**src/hdl/cbm_pkg.sv**
```systemverilog
package cbm_pkg;

  // Default sizes of the cartridge.
  localparam int DEF_ROM_BANKS     = 32;
  localparam int DEF_RAM_BYTES_MAX = 32768;

  // Fixed layout of the CPU bus.
  localparam int BANK_SPAN_W = 14;  // one ROM bank spans 0x4000 bytes
  localparam int RAM_SPAN_W  = 13;  // the RAM window spans 0x2000 bytes

  localparam int CFG_IDX_W  = 8;
  localparam int CFG_DATA_W = 16;

  localparam logic [7:0] OPEN_BUS     = 8'hFF;
  localparam logic [3:0] RAM_KEY      = 4'hA;
  localparam logic [2:0] RAM_WINDOW   = 3'b101;  // 0xA000-0xBFFF

  typedef enum logic [1:0] {
    OP_READ    = 2'd0,
    OP_WRITE   = 2'd1,
    OP_PRELOAD = 2'd2
  } op_t;

  // Write targets below 0x8000, selected by address bits 14:13.
  typedef enum logic [1:0] {
    REG_RAM_ENABLE = 2'd0,
    REG_LOW_BANK   = 2'd1,
    REG_UPPER_BANK = 2'd2,
    REG_MODE       = 2'd3
  } reg_sel_t;

  localparam logic [CFG_IDX_W-1:0] CFG_ROM_BANK_MASK  = CFG_IDX_W'(0);
  localparam logic [CFG_IDX_W-1:0] CFG_RAM_SIZE_BYTES = CFG_IDX_W'(1);

  // Where the byte of a result comes from.
  typedef enum logic [1:0] {
    SRC_OPEN = 2'd0,
    SRC_ROM  = 2'd1,
    SRC_RAM  = 2'd2
  } src_t;

  typedef struct packed {
    logic [1:0]  operation;
    logic [15:0] address;
    logic [7:0]  write_data;
    logic [18:0] load_index;
  } access_t;

  typedef struct packed {
    logic [7:0] read_data;
  } result_t;

  typedef struct packed {
    logic [CFG_IDX_W-1:0]  index;
    logic [CFG_DATA_W-1:0] data;
  } cfg_write_t;

  // Memory strobes and result source produced by the address decoder.
  typedef struct packed {
    logic rom_we;
    logic rom_re;
    logic ram_we;
    logic ram_re;
    src_t src;
  } mem_ctl_t;

endpackage

```
**src/hdl/cbm_ctrl.sv**
```systemverilog
module cbm_ctrl
  import cbm_pkg::*;
#(
  parameter int ROM_BANKS     = DEF_ROM_BANKS,
  parameter int RAM_BYTES_MAX = DEF_RAM_BYTES_MAX,
  localparam int BANK_W = (ROM_BANKS > 1) ? $clog2(ROM_BANKS) : 1,
  localparam int ROM_AW = BANK_W + BANK_SPAN_W,
  localparam int RAM_AW = $clog2(RAM_BYTES_MAX)
) (
  input  logic              clk,
  input  logic              rst,
  input  logic              accept,
  input  access_t           item,
  input  logic [6:0]        rom_bank_mask,
  input  logic [15:0]       ram_size_bytes,
  output mem_ctl_t          ctl,
  output logic [ROM_AW-1:0] rom_addr,
  output logic [RAM_AW-1:0] ram_addr
);

  localparam logic [6:0]  BANK_LIMIT_MASK = 7'(ROM_BANKS - 1);
  localparam logic [7:0]  BANK_COUNT      = 8'(ROM_BANKS);
  localparam int unsigned ROM_BYTES       = ROM_BANKS * (1 << BANK_SPAN_W);
  localparam logic [15:0] RAM_MAX16       = 16'(RAM_BYTES_MAX);

  logic       ram_enabled;
  logic [4:0] low_bank;
  logic [1:0] upper_bank;
  logic       advanced_mode;

  logic        is_read, is_write, is_preload;
  logic        in_rom, in_ram;
  logic [6:0]  bank, eff_bank;
  logic        rom_ok;
  logic [14:0] ram_off;
  logic [15:0] ram_limit;
  logic        ram_ok;
  logic        preload_ok;

  assign is_read    = (item.operation == OP_READ);
  assign is_write   = (item.operation == OP_WRITE);
  assign is_preload = (item.operation == OP_PRELOAD);

  assign in_rom = ~item.address[15];
  assign in_ram = (item.address[15:13] == RAM_WINDOW);

  // Banking registers, written by bus writes below 0x8000.
  always_ff @(posedge clk) begin
    if (rst) begin
      ram_enabled   <= 1'b0;
      low_bank      <= '0;
      upper_bank    <= '0;
      advanced_mode <= 1'b0;
    end else if (accept && is_write && in_rom) begin
      case (reg_sel_t'(item.address[14:13]))
        REG_RAM_ENABLE: ram_enabled   <= (item.write_data[3:0] == RAM_KEY);
        REG_LOW_BANK:   low_bank      <= item.write_data[4:0];
        REG_UPPER_BANK: upper_bank    <= item.write_data[1:0];
        REG_MODE:       advanced_mode <= item.write_data[0];
        default:        ram_enabled   <= ram_enabled;
      endcase
    end
  end

  always_comb begin
    if (!item.address[14]) begin
      bank = advanced_mode ? {upper_bank, 5'b0} : 7'b0;
    end else begin
      bank = {upper_bank, (low_bank == 5'd0) ? 5'd1 : low_bank};
    end
  end

  assign eff_bank = bank & rom_bank_mask & BANK_LIMIT_MASK;
  assign rom_ok   = ({1'b0, eff_bank} < BANK_COUNT);

  assign ram_off   = {2'b0, item.address[RAM_SPAN_W-1:0]}
                   + (advanced_mode ? {upper_bank, 13'b0} : 15'b0);
  assign ram_limit = (ram_size_bytes > RAM_MAX16) ? RAM_MAX16 : ram_size_bytes;
  assign ram_ok    = ram_enabled && in_ram && ({1'b0, ram_off} < ram_limit);

  assign preload_ok = (32'(item.load_index) < 32'(ROM_BYTES));

  always_comb begin
    ctl.rom_we = accept && is_preload && preload_ok;
    ctl.rom_re = accept && is_read && in_rom && rom_ok;
    ctl.ram_we = accept && is_write && ram_ok;
    ctl.ram_re = accept && is_read && ram_ok;
    if (is_read && in_rom && rom_ok) begin
      ctl.src = SRC_ROM;
    end else if (is_read && ram_ok) begin
      ctl.src = SRC_RAM;
    end else begin
      ctl.src = SRC_OPEN;
    end
  end

  assign rom_addr = is_preload ? ROM_AW'(item.load_index)
                               : {eff_bank[BANK_W-1:0], item.address[BANK_SPAN_W-1:0]};
  assign ram_addr = ram_off[RAM_AW-1:0];

endmodule

```
**config.mk**
```make
export PLATFORM = sky130hd
export DESIGN_NAME = cbm_ctrl
export DESIGN_NICKNAME = d
export VERILOG_FILES = /design/src/hdl/cbm_pkg.sv /design/src/hdl/cbm_ctrl.sv
export SDC_FILE = /design/constraint.sdc
export NUM_CORES = 1
export LEC_CHECK = 0
export BUFFER_PORTS_ARGS = -buffer_cell sky130_fd_sc_hd__buf_2
export CORE_MARGIN = 1.5
export CORE_UTILIZATION = 38
export DETAILED_ROUTE_END_ITERATION = 12
export PLACE_DENSITY = 0.87
export SLEW_MARGIN = 20
export SYNTH_ARGS = -nofsm -noshare
export SYNTH_HDL_FRONTEND = slang
export SYNTH_SLANG_ARGS = --single-unit
```
**constraint.sdc**
```tcl
create_clock -name clk -period 2.3 [get_ports clk]
set_input_delay 0.23 -clock clk [delete_from_list [all_inputs] [get_ports clk]]
set_output_delay 0.23 -clock clk [all_outputs]
set_load 0.005 [all_outputs]
```
==> implementation parameters, run 1 <==
Parameter                              Value

Logic synthesis
  Distinct cell type count of the synthesized netlist    33
  Yosys synthesis warning count    0
  Dominant cells by area after synthesis    dfxtp_1 15%, ha_1 14%, nand2_1 10%
  Synthesized area per cell    7.58 sq um
  Cell type with the highest aggregate area in the netlist    dfxtp_1
  Synthesized Nets    248
  Gate count of the mapped netlist    163
  Cell area after technology mapping    1230 sq um
  Seq cells post-synth    9
  Top cell type's share of synthesized area    14.6%
  Sequential fraction of the synthesis area    14.6%

Setup path
  Arrival @ worst endpoint    2.27 ns
  Largest delay share family, worst path    compound AO/OA/AOI/OAI gates
  Delay of the slowest cell on the worst path    0.29 ns
  Critical path peak fanout    4
  Worst Path Class, Setup    input pin to output port
  Worst reg2reg setup slack    1.67 ns
  Req. time, crit path    2.07 ns
  Cell breakdown of the critical path    buf_8 > nor4_4 > a41o_2 > buf_6 > nand2_1 > ha_4 > a21oi_4 > o21ai_4 > a2111oi_4 > a21oi_2 > nor4b_2 > buf_2
  Endpoint kind of the worst setup timing path    output port
  Worst Reg2Reg Path Length in Cells    2
  Reg-to-Reg Start    low_bank[3]$_SDFFE_PP0P_
  Cell with the largest stage delay on the worst path    nor4_4
  R2R Path End    low_bank[3]$_SDFFE_PP0P_
  Number of buffer and inverter stages on the critical path    3
  Launching element type of the critical path    input pin

Outcome
  Violations in the final reports    setup timing
  Status    finished, violations left

Clock tree
  TritonCTS clock tree    done
  Inserted Clock Buffers    3
  Clock edge transition at the registers on the reported setup and hold paths    0.06 ns
  Longest Clk Path Bufs    2
  Clock insertion delay at the later pin of the skew report    0.26 ns
  H-tree levels    1
  Buffer cell driving the clock tree root    clkbuf_4
  Hold-fix buffers, CTS    0
  Clock Sink Count    9

Routing
  Final antenna-violating net count    0
  Iter 0 DRT Violations    52
  Wire length after detailed routing    3810 um
  Routed via count    1543
  Detail-routed net length per standard cell    12.2 um
  Vias per inst    4.95
  Number of DRC violations after detailed routing    0
  Initial DRT Pass Iterations    4

GRT
  Grt met2 use    39.9%
  Met3 GRT Util    2.16%
  GRT Residual Overflow    0
  Initial antenna violation count    0
  Wire length of the first global-routing pass    5730 um
  Total routing usage reported by global routing    20.2%
  Layer carrying the most global-route usage    met2
  Pin count of the biggest net entering global routing    15
  Number of global-route vias before repair    1446
  Met1 track demand over resource    21.9%

STA
  Final min period    2.50 ns
  RSZ-0062 raised after global routing    true
  Count of endpoints failing setup in the final report    3
  Final number of hold-violating endpoints    0
  Final total negative setup slack    -0.523 ns
  Pin slew with the least headroom to its limit    0.456 ns
  Worst relative slew slack    69.5%
  Worst path setup slack after routing    -0.199 ns
  Skew final    0 ns
  Max Fclk    400 MHz
  Crit share post-route    109%
  Max-slew violation count    0

Placement
  Detailed placer's ending HPWL    3120 um
  Routability congestion estimate from global placement    0.791
  Post-Place Setup Slack    -0.404 ns
  Port Buffer Count    105

Finish
  Most common cell after layout, fill and taps aside    buf_2
  ANT cells    0
  Highest-count cells in the layout ignoring fill and taps    103 x buf_2, 31 x nand2_1, 15 x buf_4
  Share of cells above drive strength 1    56.7%
  Nets    354
  Synthesis-to-layout area growth    59.9%

Floorplan
  Number of rows created at floorplan    20
  Floorplan die width    60.0 um
  Area inside the core boundary    3080 sq um
  Starting Density    40.1%
  Overall die height    60.0 um
  Total Die Area    3600 sq um
  Top Ports    111

Hold path
  Worst min path class    input pin to register
  Hold Crit Start    item[23]
  WHS Path Cells    3
  Hold-critical path endpoint    low_bank[4]$_SDFFE_PP0P_

Flow run
  Max-capacitance violation count    0

Pwr
  Final Total Pwr    559 uW
  Cell leakage power    0.970 nW
  Power Density    283 nW/um^2
  Largest vdd supply drop    0.369 mV
==> cells by family after synthesis <==
kind of cell               count (synthesis)  share of synthesized area [%]
and+or+nand+nor                           75                           31.4
AOI/OAI and AO/OA                         26                           13.8
buffers and inverters                     22                           10.9
muxes                                     17                           15.1
adders and majority gates                 14                           14.2
DFF                                        9                           14.6
==> report_power, final <==
part           internal, mW  total (mW)  switching (mW)
Combinational         0.150       0.282           0.132
Clock                0.0667       0.120          0.0529
Sequential            0.157       0.158        0.000671
Total                 0.374       0.559           0.185
==> layout make-up <==
class	count	area [sq um]
well taps	44	55.1
inverters	2	7.51
flip-flops and latches	9	180
repair buffers	121	669
clock buffers	4	26.3
multi-input cells	132	1040
fillers	279	1100
==> flip-flops by register name (all words and copies together) (netlist names) <==
register and cells:
low_bank 5, upper_bank 2, advanced_mode 1, ram_enabled 1
==> cells in the mapped netlist <==
master,number
a2111oi_4,1
a21o_1,1
a21oi_1,11
a21oi_2,1
a41o_2,1
and2_1,3
and4_1,1
buf_1,1
buf_2,3
buf_4,13
clkbuf_1,3
dfxtp_1,9
ha_1,14
inv_1,2
mux2_1,5
mux2_2,8
mux2i_1,4
nand2_1,33
nand3_1,11
nand3b_1,2
nand4_1,1
nor2_1,8
nor2_2,1
nor2b_1,3
nor3_1,3
nor4_1,3
nor4_2,2
nor4b_2,2
nor4bb_1,1
o211ai_1,2
o21ai_0,8
o21ai_1,1
or2_1,1
==> metal layers <==
layer  share of wire (%)  up-vias
met5                   0        -
met4                 1.0        0
met3                 5.6        6
met2                  53       58
met1                  40      696
li1                    -      783
==> through the flow <==
step                std cells  util [%]  hold slack, ns  instance area [sq um]
global placement          306      58.3           0.451                   1800
global route              312      64.1           0.233                   1970
floorplan                 163         -           0.374                   1230
finish                    312      64.1           0.222                   1970
detailed placement        306      58.3           0.450                   1800
CTS                       312      61.7           0.225                   1900
==> what timing repair did <==
| item | in CTS | in global routing |
|---|---|---|
| pin swaps | 12 | 12 |
| resized for setup | 13 | 12 |
| hold endpoints to repair | 0 | 0 |
| buffers inserted | 2 | 0 |
| setup endpoints to repair | 3 | 3 |
==> worst max path at each step <==
stage	from	to	slack [ns]	cells after the start
6_report	ram_size_bytes[1]	ctl[3]	-0.20	12
5_1_grt	ram_size_bytes[1]	ctl[3]	-0.31	10
4_1_cts	ram_size_bytes[6]	ctl[2]	-0.22	10
3_5_place_dp	ram_size_bytes[0]	ctl[3]	-0.40	11
3_3_place_gp	ram_size_bytes[7]	ctl[3]	-0.33	11
2_1_floorplan	ram_size_bytes[7]	ctl[3]	0.02	9
==> worst reg2reg max path: stages, from the launching register on <==
cell and delay, ns:
dfxtp_1 0.35, nand2_1 0.07, a21oi_1 0.14
Power figures use the tool's default switching activity.
==> run 2, diff against run 1 <==
--- a/config.mk
+++ b/config.mk
@@ -5,11 +5,13 @@
 export SDC_FILE = /design/constraint.sdc
 export NUM_CORES = 1
 export LEC_CHECK = 0
+export ABC_AREA = 1
 export BUFFER_PORTS_ARGS = -buffer_cell sky130_fd_sc_hd__buf_2
 export CORE_MARGIN = 1.5
 export CORE_UTILIZATION = 38
 export DETAILED_ROUTE_END_ITERATION = 12
 export PLACE_DENSITY = 0.87
+export RECOVER_POWER = 100
 export SLEW_MARGIN = 20
 export SYNTH_ARGS = -nofsm -noshare
 export SYNTH_HDL_FRONTEND = slang
==> run 2 against run 1 <==
  * The run now ends clean
  * Setup slack gained 0.22 ns
  * Flip-flop and latch count is the same
  * Fmax grew 9.9%
  * Highest routed layer unchanged
  * Routed wire length grew 13%
  * Clock-buffer cell count is the same
  * Synthesized area grew 0.71%
  * Critical path type unchanged
  * Synthesized cell count grew 18%
==> implementation parameters, run 2 <==
Parameter                              Value

STA
  Max Fclk    440 MHz
  Skew final    0 ns
  Pin slew with the least headroom to its limit    0.674 ns
  Worst path setup slack after routing    0.0259 ns
  Worst relative slew slack    54.9%
  Final total negative setup slack    0 ns
  Final min period    2.27 ns
  Max-slew violation count    0
  Final number of hold-violating endpoints    0
  Hold slack    0.249 ns
  RSZ-0062 raised after global routing    true
  Count of endpoints failing setup in the final report    0
  Crit share post-route    98.9%

Finish
  Flip-flop count of the largest register, all copies and words added    5
  Register containing the most flip-flops in the final layout    low_bank
  Final non-filler cell area    1930 sq um
  Final standard cell count with taps included and fillers excluded    331
  Nets    373
  Most common cell after layout, fill and taps aside    buf_2
  Highest-count cells in the layout ignoring fill and taps    73 x buf_2, 38 x nand2_1, 27 x nor2_1, 27 x clkbuf_1, 16 x inv_1
  Synthesis-to-layout area growth    55.3%
  Core Util, Final    62.8%
  Largest registers    low_bank x5, upper_bank x2
  Share of cells above drive strength 1    41.8%
  ANT cells    0

Clock tree
  TritonCTS clock tree    done
  H-tree levels    1
  Longest Clk Path Bufs    2
  Clock Sink Count    9
  Buffer cell driving the clock tree root    clkbuf_4
  Inserted Clock Buffers    3
  Clock edge transition at the registers on the reported setup and hold paths    0.06 ns
  Clock insertion delay at the later pin of the skew report    0.26 ns
  Hold-fix buffers, CTS    0

Setup path
  Worst Path Class, Setup    input pin to output port
  Delay of the slowest cell on the worst path    0.25 ns
  Cell breakdown of the critical path    buf_2 > nor2_1 > nand2_1 > nor2_1 > nand2_1 > nand2_4 > buf_6 > nand2_2 > ha_4 > nand2_4 > nor2_4 > a211oi_2 > nand2_1 > nand2_2 > nand2_2 > nor2_1 > buf_2
  Launching element type of the critical path    input pin
  Arrival @ worst endpoint    2.04 ns
  Cell with the largest stage delay on the worst path    ha_4
  Critical path peak fanout    8
  Endpoint kind of the worst setup timing path    output port
  Req. time, crit path    2.07 ns

Flow run
  Max-capacitance violation count    0

Logic synthesis
  Top-count cell post-synth    nand2_1
  Distinct cell type count of the synthesized netlist    25
  Synthesized Nets    277
  Cell area after technology mapping    1240 sq um
  Sequential fraction of the synthesis area    14.5%
  Ranking of synthesized cells by instance count    45 x nand2_1, 30 x nor2_1, 16 x inv_1
  Cell type with the highest aggregate area in the netlist    dfxtp_1
  Gate count of the mapped netlist    192
  Seq cells post-synth    9
  Dominant cells by area after synthesis    dfxtp_1 14%, ha_1 14%, nand2_1 14%
  Yosys synthesis warning count    0
  EDFF count, synth    0
  Synthesized area per cell    6.48 sq um
  Top cell type's share of synthesized area    14.5%
  Post-synth top flop    dfxtp_1
  Async set-reset flop share out of synthesis    0%

Floorplan
  Overall die height    60.2 um
  Total Die Area    3630 sq um
  Floorplan die width    60.2 um
  Number of rows created at floorplan    20
  Starting Density    40.4%
  Area inside the core boundary    3080 sq um
  Top Ports    111

Routing
  Initial DRT Pass Iterations    4
  Detail-routed net length per standard cell    13.0 um
  Wire length after detailed routing    4290 um
  Vias per inst    5.02
  Final antenna-violating net count    0
  Routed via count    1661
  Iter 0 DRT Violations    48
  Number of DRC violations after detailed routing    0

GRT
  Wire length of the first global-routing pass    5410 um
  Pin count of the biggest net entering global routing    17
  Total routing usage reported by global routing    19.2%
  GRT Residual Overflow    0
  Initial antenna violation count    0
  Number of global-route vias before repair    1386

Placement
  Routability congestion estimate from global placement    0.779
  Post-Place Setup Slack    -0.0599 ns
  Detailed placer's ending HPWL    3020 um
  Dpl cells    325
  Post-detailed-placement cell area    1720 sq um
  Port Buffer Count    105

Pwr
  Largest vdd supply drop    0.278 mV
  Power Density    292 nW/um^2
  Final Total Pwr    564 uW
  Cell leakage power    0.928 nW

Outcome
  Status    completed

Hold path
  Worst min path class    input pin to register
[run 2: cell count changes in the layout (fill, tap and decap cells not counted), moves of 7 or more]
cell,change
buf_2,-30
clkbuf_1,+26
nor2_1,+19
inv_1,+14
buf_4,-13
a211oi_1,+7
nand2_1,+7
o21ai_0,-7
[run 2: power by group]
part / total [mW] / switching, mW / internal [mW]
clock: 0.126 / 0.0586 / 0.0671
combinational: 0.280 / 0.141 / 0.139
sequential: 0.159 / 0.000885 / 0.158
[run 2: logic make-up (layout without fill, tap and decap cells)]
kind of cell               Yosys count  after routing  synth area share (%)
and+or+nand+nor                     96             96                  32.5
DFF                                  9              9                  14.5
muxes                               13             13                  11.8
buffers and inverters               38            133                  15.6
adders and majority gates           14             14                  14.1
AOI/OAI and AO/OA                   22             22                  11.6
[run 2: area by class of cell]
| type | count | area [sq um] |
|---|---|---|
| tap | 44 | 55.1 |
| multi-input combinational | 145 | 1030 |
| fill | 294 | 1150 |
| inverter | 19 | 73.8 |
| timing repair buffer | 110 | 569 |
| sequential | 9 | 180 |
| clock buffer | 4 | 26.3 |
[run 2: final timing paths]
| kind | startpoint | to | slack [ns] | cells past startpoint |
|---|---|---|---|---|
| max | ram_size_bytes[4] | ctl[1] | 0.03 | 17 |
| min | item[23] | low_bank[4]$_SDFFE_PP0P_ | 0.25 | 3 |
| max reg2reg | low_bank[1]$_SDFFE_PP0P_ | low_bank[1]$_SDFFE_PP0P_ | 1.59 | 2 |
| min reg2reg | upper_bank[1]$_SDFFE_PP0P_ | upper_bank[1]$_SDFFE_PP0P_ | 0.47 | 2 |
[run 2: repair_timing]
action	CTS	global route
pin swaps	1	20
endpoints found under the setup margin	3	3
gates cloned	0	0
setup buffers	1	1
resized for setup	4	38
[run 2: metal layers]
metal | up-vias | global-route usage (%) | share of wire, %
met1 | 766 | 21.5 | 39
met4 | 0 | 7.30 | 1.6
met5 | - | 0 | 0
met3 | 6 | 1.73 | 6.3
li1 | 821 | - | -
met2 | 68 | 36.6 | 53
[run 2: worst max-delay path: cells and delay by family]
family | cells | cell delay (ns)
fa+ha+maj | 1 | 0.25
compound gates | 1 | 0.19
buf+inv | 3 | 0.37
simple gates | 12 | 0.99
==> run 3, diff against run 2 <==
--- a/config.mk
+++ b/config.mk
@@ -12,6 +12,7 @@
 export DETAILED_ROUTE_END_ITERATION = 12
 export PLACE_DENSITY = 0.87
 export RECOVER_POWER = 100
+export SETUP_SLACK_MARGIN = 0.4
 export SLEW_MARGIN = 20
 export SYNTH_ARGS = -nofsm -noshare
 export SYNTH_HDL_FRONTEND = slang
==> run 3 against run 2 <==
  * Routed wire length up 6.1%
  * Fmax down 0.75%
  * Sequential share of layout area down 0.56 points
  * Register-to-register slack worse by 0.02 ns
  * Critical path type unchanged
  * Highest routed layer unchanged
==> implementation parameters, run 3 (synthesis results as in run 2) <==
Parameter                              Value

Outcome
  Status    completed

GRT
  Wire length of the first global-routing pass    6230 um
  Initial antenna violation count    0
  Total routing usage reported by global routing    23.0%
  Pin count of the biggest net entering global routing    19
  Number of global-route vias before repair    1472
  GRT Residual Overflow    0

STA
  Skew final    0 ns
  Crit share post-route    99.6%
  Worst relative slew slack    45.2%
  Final total negative setup slack    0 ns
  Final number of hold-violating endpoints    0
  Final min period    2.29 ns
  Count of endpoints failing setup in the final report    0
  Pin slew with the least headroom to its limit    0.819 ns
  Max-slew violation count    0
  RSZ-0062 raised after global routing    true
  Max Fclk    436 MHz

Setup path
  Critical path peak fanout    4
  Endpoint kind of the worst setup timing path    output port
  Arrival @ worst endpoint    2.06 ns
  Worst Path Class, Setup    input pin to output port
  Launching element type of the critical path    input pin
  Req. time, crit path    2.07 ns

Placement
  Post-detailed-placement cell area    1800 sq um
  Detailed placer's ending HPWL    3210 um
  Routability congestion estimate from global placement    0.755
  Port Buffer Count    105

Finish
  Final non-filler cell area    2060 sq um
  Synthesis-to-layout area growth    65.3%
  Most common cell after layout, fill and taps aside    buf_2
  Largest registers    low_bank x5, upper_bank x2
  Register containing the most flip-flops in the final layout    low_bank
  Highest-count cells in the layout ignoring fill and taps    64 x buf_2, 35 x nand2_1, 28 x clkbuf_1
  Fillers    277
  Flip-flop count of the largest register, all copies and words added    5
  Area occupied by multi-input gates    1080 sq um
  ANT cells    0
  Sequential cell area    180 sq um
  Core Util, Final    66.8%
  Nets    374
  Share of cells above drive strength 1    46.2%

Routing
  Number of DRC violations after detailed routing    0
  Detail-routed net length per standard cell    13.7 um
  Iter 0 DRT Violations    66
  Routed via count    1669
  Vias per inst    5.03
  Initial DRT Pass Iterations    4
  Wire length after detailed routing    4550 um
  Final antenna-violating net count    0

Floorplan
  Area inside the core boundary    3080 sq um
  Total Die Area    3630 sq um
  Top Ports    111
  Floorplan die width    60.2 um
  Overall die height    60.2 um
  Starting Density    40.4%
  Number of rows created at floorplan    20

Clock tree
  Longest Clk Path Bufs    2
  Clock insertion delay at the later pin of the skew report    0.27 ns
  Clock Sink Count    9
  Clock edge transition at the registers on the reported setup and hold paths    0.07 ns
  Inserted Clock Buffers    3
  TritonCTS clock tree    done
  Buffer cell driving the clock tree root    clkbuf_4
  H-tree levels    1
  Hold-fix buffers, CTS    0

Pwr
  Cell leakage power    0.955 nW
  Final Total Pwr    587 uW
  Largest vdd supply drop    0.210 mV
  Power Density    286 nW/um^2

Flow run
  Max-capacitance violation count    0

Hold path
  Worst min path class    input pin to register
==> run 3: where the power goes <==
part           leakage, nW  internal, mW  switching (mW)  total (mW)
clock               0.0177        0.0644          0.0611       0.125
combinational        0.865         0.156           0.148       0.303
sequential          0.0726         0.158        0.000899       0.159
total                0.955         0.378           0.210       0.587
==> run 3: final timing paths <==
check / startpoint / to / slack [ns] / cells past startpoint
max: ram_size_bytes[10] / ctl[1] / 0.009 / 17
min: rst / advanced_mode$_SDFFE_PP0P_ / 0.24 / 2
min reg2reg: upper_bank[0]$_SDFFE_PP0P_ / upper_bank[0]$_SDFFE_PP0P_ / 0.46 / 2
max reg2reg: low_bank[2]$_SDFFE_PP0P_ / low_bank[2]$_SDFFE_PP0P_ / 1.57 / 2
==> run 3: layout make-up <==
cell class / instances / area share (%)
sequential: 9 / 8.76
inverter: 19 / 3.47
multi-input combinational: 145 / 52.5
timing repair buffer: 111 / 31.2
tap: 44 / 2.68
clock buffer: 3 / 1.10
clock inverter: 1 / 0.243
==> run 3: what timing repair did <==
item	4_1_cts	5_1_grt
endpoints found under the setup margin	3	9
buffers inserted	1	1
gates resized for setup	31	22
pin swaps	12	15
==> run 3: metal layers <==
| metal | share of wire, % | GRT usage (%) |
|---|---|---|
| met2 | 55 | 43.9 |
| met4 | 2.8 | 13.3 |
| met1 | 37 | 23.7 |
| met5 | 0 | 0 |
| met3 | 5.3 | 2.60 |
==> run 3: metrics by stage <==
step	hold slack, ns	cells	setup slack [ns]
floorplan	0.394	192	0.401
global placement	0.445	326	0.0744
detailed placement	0.451	326	-0.0218
CTS	0.225	331	0.0737
global route	0.246	332	-0.122
finish	0.239	332	0.00877
==> run 3: worst max-delay path, stage by stage <==
cell and delay [ns]:
buf_8 0.10, nor2_4 0.12, nand2_2 0.07, nor2_2 0.13, nand2_2 0.08, nand2_4 0.10
buf_12 0.12, nand2_4 0.05, ha_4 0.21, a21oi_2 0.15, nor2_1 0.08, a211oi_2 0.14
nand2_1 0.08, nand2_1 0.08, nand2_2 0.08, nor2_1 0.10, buf_2 0.12
